==> src/hw/rtl/assert_macros.svh <==
// assertion macros used by the rtl file mlpt_ctrl.sv
`ifndef ASSERT_MACROS_SVH
`define ASSERT_MACROS_SVH
`ifndef SYNTHESIS
`define MLPT_ASSERT(lbl, prop, msg) \
    lbl: assert property (@(posedge clk) disable iff (!rst_n) prop) else $error(msg);
`define MLPT_NEVER(lbl, expr, msg) \
    lbl: assert property (@(posedge clk) disable iff (!rst_n) !(expr)) else $error(msg);
`else
`define MLPT_ASSERT(lbl, prop, msg)
`define MLPT_NEVER(lbl, expr, msg)
`endif
`endif

==> src/hw/rtl/mlpt_pkg.sv <==
// package with types, constants and helpers of the multi level page tlb
package mlpt_pkg;

    localparam int L0_DEPTH     = 4;
    localparam int L1_DEPTH     = 4;
    localparam int L2_DEPTH     = 8;
    localparam int L3_SET_COUNT = 16;
    localparam int L3_WAY_COUNT = 4;

    localparam int CTX_W          = 12;
    localparam int L1_TAG_W       = 8;
    localparam int L2_TAG_W       = 14;
    localparam int L3_TAG_W       = 20;
    localparam int L3_KEY_W       = CTX_W + L3_TAG_W;
    localparam int PTE_W          = 32;
    localparam int PADDR_W        = 36;
    localparam int ACC_GLOBAL_MIN = 6;

    localparam logic [L3_TAG_W-1:0] L1_MASK = 20'hFF000;
    localparam logic [L3_TAG_W-1:0] L2_MASK = 20'hFFFC0;
    localparam logic [L3_TAG_W-1:0] L3_MASK = 20'hFFFFF;

    typedef enum logic [1:0] {
        OP_LOOKUP = 2'd0,
        OP_INSERT = 2'd1,
        OP_UPDATE = 2'd2,
        OP_FLUSH  = 2'd3
    } op_e_t;

    typedef enum logic [2:0] {
        FL_PAGE    = 3'd0,
        FL_SEGMENT = 3'd1,
        FL_REGION  = 3'd2,
        FL_CONTEXT = 3'd3,
        FL_ENTIRE  = 3'd4
    } flush_e_t;

    typedef enum logic [2:0] {
        S_IDLE,
        S_EXEC,
        S_WRD,
        S_WCMP,
        S_DONE
    } state_t;

    typedef struct packed {
        logic [1:0]         op;
        logic [31:0]        va;
        logic [CTX_W-1:0]   context_req;
        logic [PTE_W-1:0]   pte_value;
        logic [1:0]         level;
        logic [PADDR_W-1:0] pte_addr;
        logic [2:0]         flush_type;
    } req_t;

    typedef struct packed {
        logic               hit;
        logic [PTE_W-1:0]   found_pte;
        logic [1:0]         found_level;
        logic [PADDR_W-1:0] found_pte_addr;
    } rsp_t;

    typedef struct packed {
        logic load_req;
        logic rd_en;
        logic rd_walk;
        logic exec;
        logic walk_cmp;
        logic walk_inc;
    } cmd_t;

    typedef struct packed {
        logic walk_need;
        logic walk_last;
    } stat_t;

    function automatic logic is_global(input logic [PTE_W-1:0] pte);
        return pte[4:2] >= 3'(ACC_GLOBAL_MIN);
    endfunction

    function automatic logic [L3_TAG_W-1:0] flush_mask(input logic [2:0] ft);
        logic [L3_TAG_W-1:0] m;
        unique case (ft)
            FL_PAGE:    m = L3_MASK;
            FL_SEGMENT: m = L2_MASK;
            FL_REGION:  m = L1_MASK;
            default:    m = '0;
        endcase
        return m;
    endfunction

    function automatic logic flush_hit(input logic [2:0] ft, input logic glob,
                                       input logic ctx_eq, input logic [L3_TAG_W-1:0] va_top,
                                       input logic [L3_TAG_W-1:0] tag_top,
                                       input logic [L3_TAG_W-1:0] lvl_mask);
        logic [L3_TAG_W-1:0] m;
        logic                r;
        m = flush_mask(ft) & lvl_mask;
        if (ft == FL_CONTEXT)
            r = !glob && ctx_eq;
        else if (ft == FL_PAGE || ft == FL_SEGMENT || ft == FL_REGION)
            r = (glob || ctx_eq) && ((va_top & m) == (tag_top & m));
        else
            r = 1'b0;
        return r;
    endfunction

endpackage

==> src/hw/rtl/mlpt_ctrl.sv <==
// controller state machine of the multi level page tlb
`include "assert_macros.svh"

module mlpt_ctrl
(
    input  logic              clk,
    input  logic              rst_n,
    input  logic              req_valid,
    output logic              req_ready,
    output logic              rsp_valid,
    input  logic              rsp_ready,
    input  mlpt_pkg::stat_t   stat,
    output mlpt_pkg::cmd_t    cmd
);

    mlpt_pkg::state_t state_reg;
    mlpt_pkg::state_t state_next;

    always_ff @(posedge clk or negedge rst_n)
    begin
        if (!rst_n)
            state_reg <= mlpt_pkg::S_IDLE;
        else
            state_reg <= state_next;
    end

    always_comb
    begin
        state_next = state_reg;
        cmd        = '0;
        req_ready  = 1'b0;
        rsp_valid  = 1'b0;
        unique case (state_reg)
            mlpt_pkg::S_IDLE:
            begin
                req_ready = 1'b1;
                if (req_valid)
                begin
                    cmd.load_req = 1'b1;
                    cmd.rd_en    = 1'b1;
                    state_next   = mlpt_pkg::S_EXEC;
                end
            end
            mlpt_pkg::S_EXEC:
            begin
                cmd.exec   = 1'b1;
                state_next = stat.walk_need ? mlpt_pkg::S_WRD : mlpt_pkg::S_DONE;
            end
            mlpt_pkg::S_WRD:
            begin
                cmd.rd_en   = 1'b1;
                cmd.rd_walk = 1'b1;
                state_next  = mlpt_pkg::S_WCMP;
            end
            mlpt_pkg::S_WCMP:
            begin
                cmd.walk_cmp = 1'b1;
                if (stat.walk_last)
                    state_next = mlpt_pkg::S_DONE;
                else
                begin
                    cmd.walk_inc = 1'b1;
                    state_next   = mlpt_pkg::S_WRD;
                end
            end
            mlpt_pkg::S_DONE:
            begin
                rsp_valid = 1'b1;
                if (rsp_ready)
                    state_next = mlpt_pkg::S_IDLE;
            end
            default:
                state_next = mlpt_pkg::S_IDLE;
        endcase
    end

    `MLPT_ASSERT(a_accept_exec, req_valid && req_ready |=> state_reg == mlpt_pkg::S_EXEC, "accepted beat not executed")
    `MLPT_ASSERT(a_exec_next, state_reg == mlpt_pkg::S_EXEC |=> state_reg == mlpt_pkg::S_DONE || state_reg == mlpt_pkg::S_WRD, "bad state after exec")
    `MLPT_ASSERT(a_walk_loop, state_reg == mlpt_pkg::S_WCMP && !stat.walk_last |=> state_reg == mlpt_pkg::S_WRD, "walk stopped early")
    `MLPT_NEVER(a_one_item, req_ready && rsp_valid, "accept while result pending")

endmodule

==> config.mk <==
export PLATFORM = sky130hd
export DESIGN_NAME = mlpt_ctrl
export DESIGN_NICKNAME = d
export VERILOG_FILES = /design/src/hw/rtl/mlpt_pkg.sv /design/src/hw/rtl/mlpt_ctrl.sv
export VERILOG_INCLUDE_DIRS = /design/src /design/src/hw/rtl
export SDC_FILE = /design/constraint.sdc
export NUM_CORES = 1
export LEC_CHECK = 0
export ABC_AREA = 1
export BUFFER_PORTS_ARGS = -buffer_cell sky130_fd_sc_hd__buf_2
export CORE_AREA = 3 3 40 42
export CTS_CLUSTER_SIZE = 25
export DETAILED_ROUTE_END_ITERATION = 16
export DIE_AREA = 0 0 43 45
export MAX_ROUTING_LAYER = met4
export PLACE_DENSITY_LB_ADDON = 0.2
export SETUP_SLACK_MARGIN = 0.02
export SYNTH_ARGS = -nofsm -noshare
export SYNTH_HDL_FRONTEND = slang
export SYNTH_SLANG_ARGS = --single-unit
==> constraint.sdc <==
create_clock -name clk -period 2.8 [get_ports clk]
set_clock_uncertainty 0.05 [all_clocks]
set_input_delay 0.56 -clock clk [delete_from_list [all_inputs] [get_ports clk]]
set_output_delay 0.56 -clock clk [all_outputs]
set_load 0.02 [all_outputs]
==> impl_metrics.json <==
{
  "run_status": "finished, final reports clean",
  "place_congestion": 0.6150,
  "post-route-drc-count": 0,
  "cts_setup_buffers": 0,
  "hp-class": "input port to asynchronous set/reset pin",
  "p_sw_w": 0.0002139,
  "core_area_sq_um": 1285,
  "largest_register_ffs": 3,
  "ys_types": 14,
  "n_antenna_cell": 0,
  "rsz0062_at_grt": "no",
  "htreeDepth": 1,
  "initial_core_util_pct": 17.43,
  "pwr-share-clk_pct": 18.0,
  "fin_ws_ns": 0.9662,
  "die_w_microns": 43,
  "yosysWarnings": 0,
  "synthToLayoutAreaGrowth_pct": 45.81,
  "grt_first_pass_wirelength_microns": 945,
  "peakVddDrop_v": 0.0003343,
  "totalWireLength_microns": 540,
  "power_frac_seq_pct": 26.3,
  "vias": 253,
  "die_y_microns": 45,
  "yosysSeqAreaShare_pct": 33.52,
  "grt_use_total_pct": 6.959,
  "ys_ff_latch": 3,
  "cts_buffer_depth": 2,
  "clock_latency_ns": 0.23,
  "post-route-period-util_pct": 65.49,
  "num-nets-final": 55,
  "worstPathArrival_ns": 1.22,
  "p_comb_share_pct": 55.7,
  "report.final.slew_viol_count": 0,
  "ios": 14,
  "io_buffers": 13,
  "dpl_worst_slack_ns": 1.177,
  "cp_max_fo": 5,
  "path_class": "flip-flop to primary output",
  "timing.fmax_ghz": 0.5453,
  "p_int_w": 0.0001928,
  "syn_inst": 32,
  "drt-wirelength-per-cell_microns": 8.571,
  "slew_headroom_pct": 79.74,
  "worstMarginPinSlew_ns": 0.3040,
  "syn_area_sq_um": 224.0,
  "grt_pass1_vias": 244,
  "cap_violations": 0,
  "drive_gt1_share_pct": 47.92,
  "syn_nets": 38,
  "startpoint_type": "flip-flop",
  "place_inst": 59,
  "first_pass_iters": 4,
  "p_leak_nw": 0.2060,
  "cts-root-buf": "clkbuf_4",
  "grt_max_degree": 10,
  "setup_tns_ns": 0,
  "cts_tree": "done",
  "numCtsBuffers": 3,
  "cts_resized": 0,
  "stdcell_count": 63,
  "num_rows": 13,
  "clkTransAtPathRegs_ns": 0.03,
  "final_common_cell": "buf_2",
  "cp-end-kind": "primary output",
  "finalCriticalPeriod_ns": 1.834,
  "reg2reg_slack_ns": 1.77,
  "postCtsHoldBufs": 0,
  "hold_violations": 0,
  "swShare_pct": 52.60,
  "grt_overflow": 0,
  "dieArea_sq_um": 1935,
  "cts_sinks": 3,
  "p_per_area_nw_per_um2": 1245,
  "setup_viol": 0,
  "antenna_found_initial": 0,
  "drt-initial-drc-count": 5,
  "antenna_left": 0,
  "cp.required_ns": 2.19,
  "via_per_inst": 4.016,
  "avgSynthCellArea_sq_um": 6.999,
  "mostFrequentLayoutCells": "buf_2, inv_1, nand3_1",
  "power_w": 0.0004067
}
[area by class of cell]
cell class	instances	area (sq um)
Fill cell	159	958.4
Multi-Input combinational cell	19	107.6
Sequential cell	3	75.07
Timing Repair Buffer	13	65.06
Inverter	9	33.78
Clock buffer	4	26.28
Tap cell	15	18.77
[final timing paths]
check | end | depth (start not counted) | startpoint
setup / recovery | cmd[5] | 4 | state_reg[2]
hold / removal | state_reg[2] | 1 | rst_n
setup reg to reg | state_reg[2] | 3 | state_reg[1]
hold reg to reg | state_reg[2] | 2 | state_reg[0]
max in group asynchronous | state_reg[1] | 1 | rst_n
min in group clk | state_reg[1] | 3 | stat[1]
[cells in the mapped netlist]
library cell | n | share of area (%)
inv_1 | 7 | 12
nand3_1 | 5 | 11
dfrtp_1 | 3 | 34
nor3_1 | 3 | 6.7
a21oi_1 | 2 | 4.5
inv_2 | 2 | 3.4
nand2_2 | 2 | 5.6
nor2_1 | 2 | 3.4
buf_4 | 1 | 3.4
nand2_1 | 1 | 1.7
nand3_2 | 1 | 4.5
nand4_1 | 1 | 2.8
nor2_2 | 1 | 2.8
nor2_4 | 1 | 5.0
[cell families after synthesis]
| group | Yosys count | synth area share, % |
|---|---|---|
| compound gates | 2 | 4.469 |
| buf+inv | 10 | 18.44 |
| flops | 3 | 33.52 |
| simple gates | 17 | 43.57 |
[power by group through the flow]
stage | Sequential (W) | Combinational [W] | Clock (W)
5_1_grt | 0.000112 | 0.000249 | 0.0000870
6_report | 0.000107 | 0.000227 | 0.0000731
3_3_place_gp | 0.000110 | 0.000227 | 0
2_1_floorplan | 0.0000876 | 0.000181 | 0
3_5_place_dp | 0.000108 | 0.000228 | 0
4_1_cts | 0.000108 | 0.000229 | 0.0000767
[worst max-delay path: stages, from the launching register on]
cell and delay, ns:
dfrtp_1 0.46, inv_2 0.12, nand2_1 0.11, nor3_1 0.13, buf_2 0.18
[stage by stage]
stage	cell area, sq um	utilization, %	hold WS, ns
after floorplan	224.0	-	0.2144
after global placement	300.3	23.37	0.3086
after detailed placement	300.3	23.37	0.3058
after CTS	326.6	25.41	0.06200
after global routing	326.6	25.41	0.04751
final	326.6	25.41	0.06735
[metal layers]
| metal | share of wire, % | up-vias | GRT usage, % |
|---|---|---|---|
| li1 | - | 133 | - |
| met1 | 44 | 111 | 8.475 |
| met2 | 46 | 9 | 8.982 |
| met3 | 9.6 | 0 | 1.594 |
| met4 | 0 | 0 | 7.229 |
| met5 | 0 | - | - |
(Power assumes the default switching activity.)
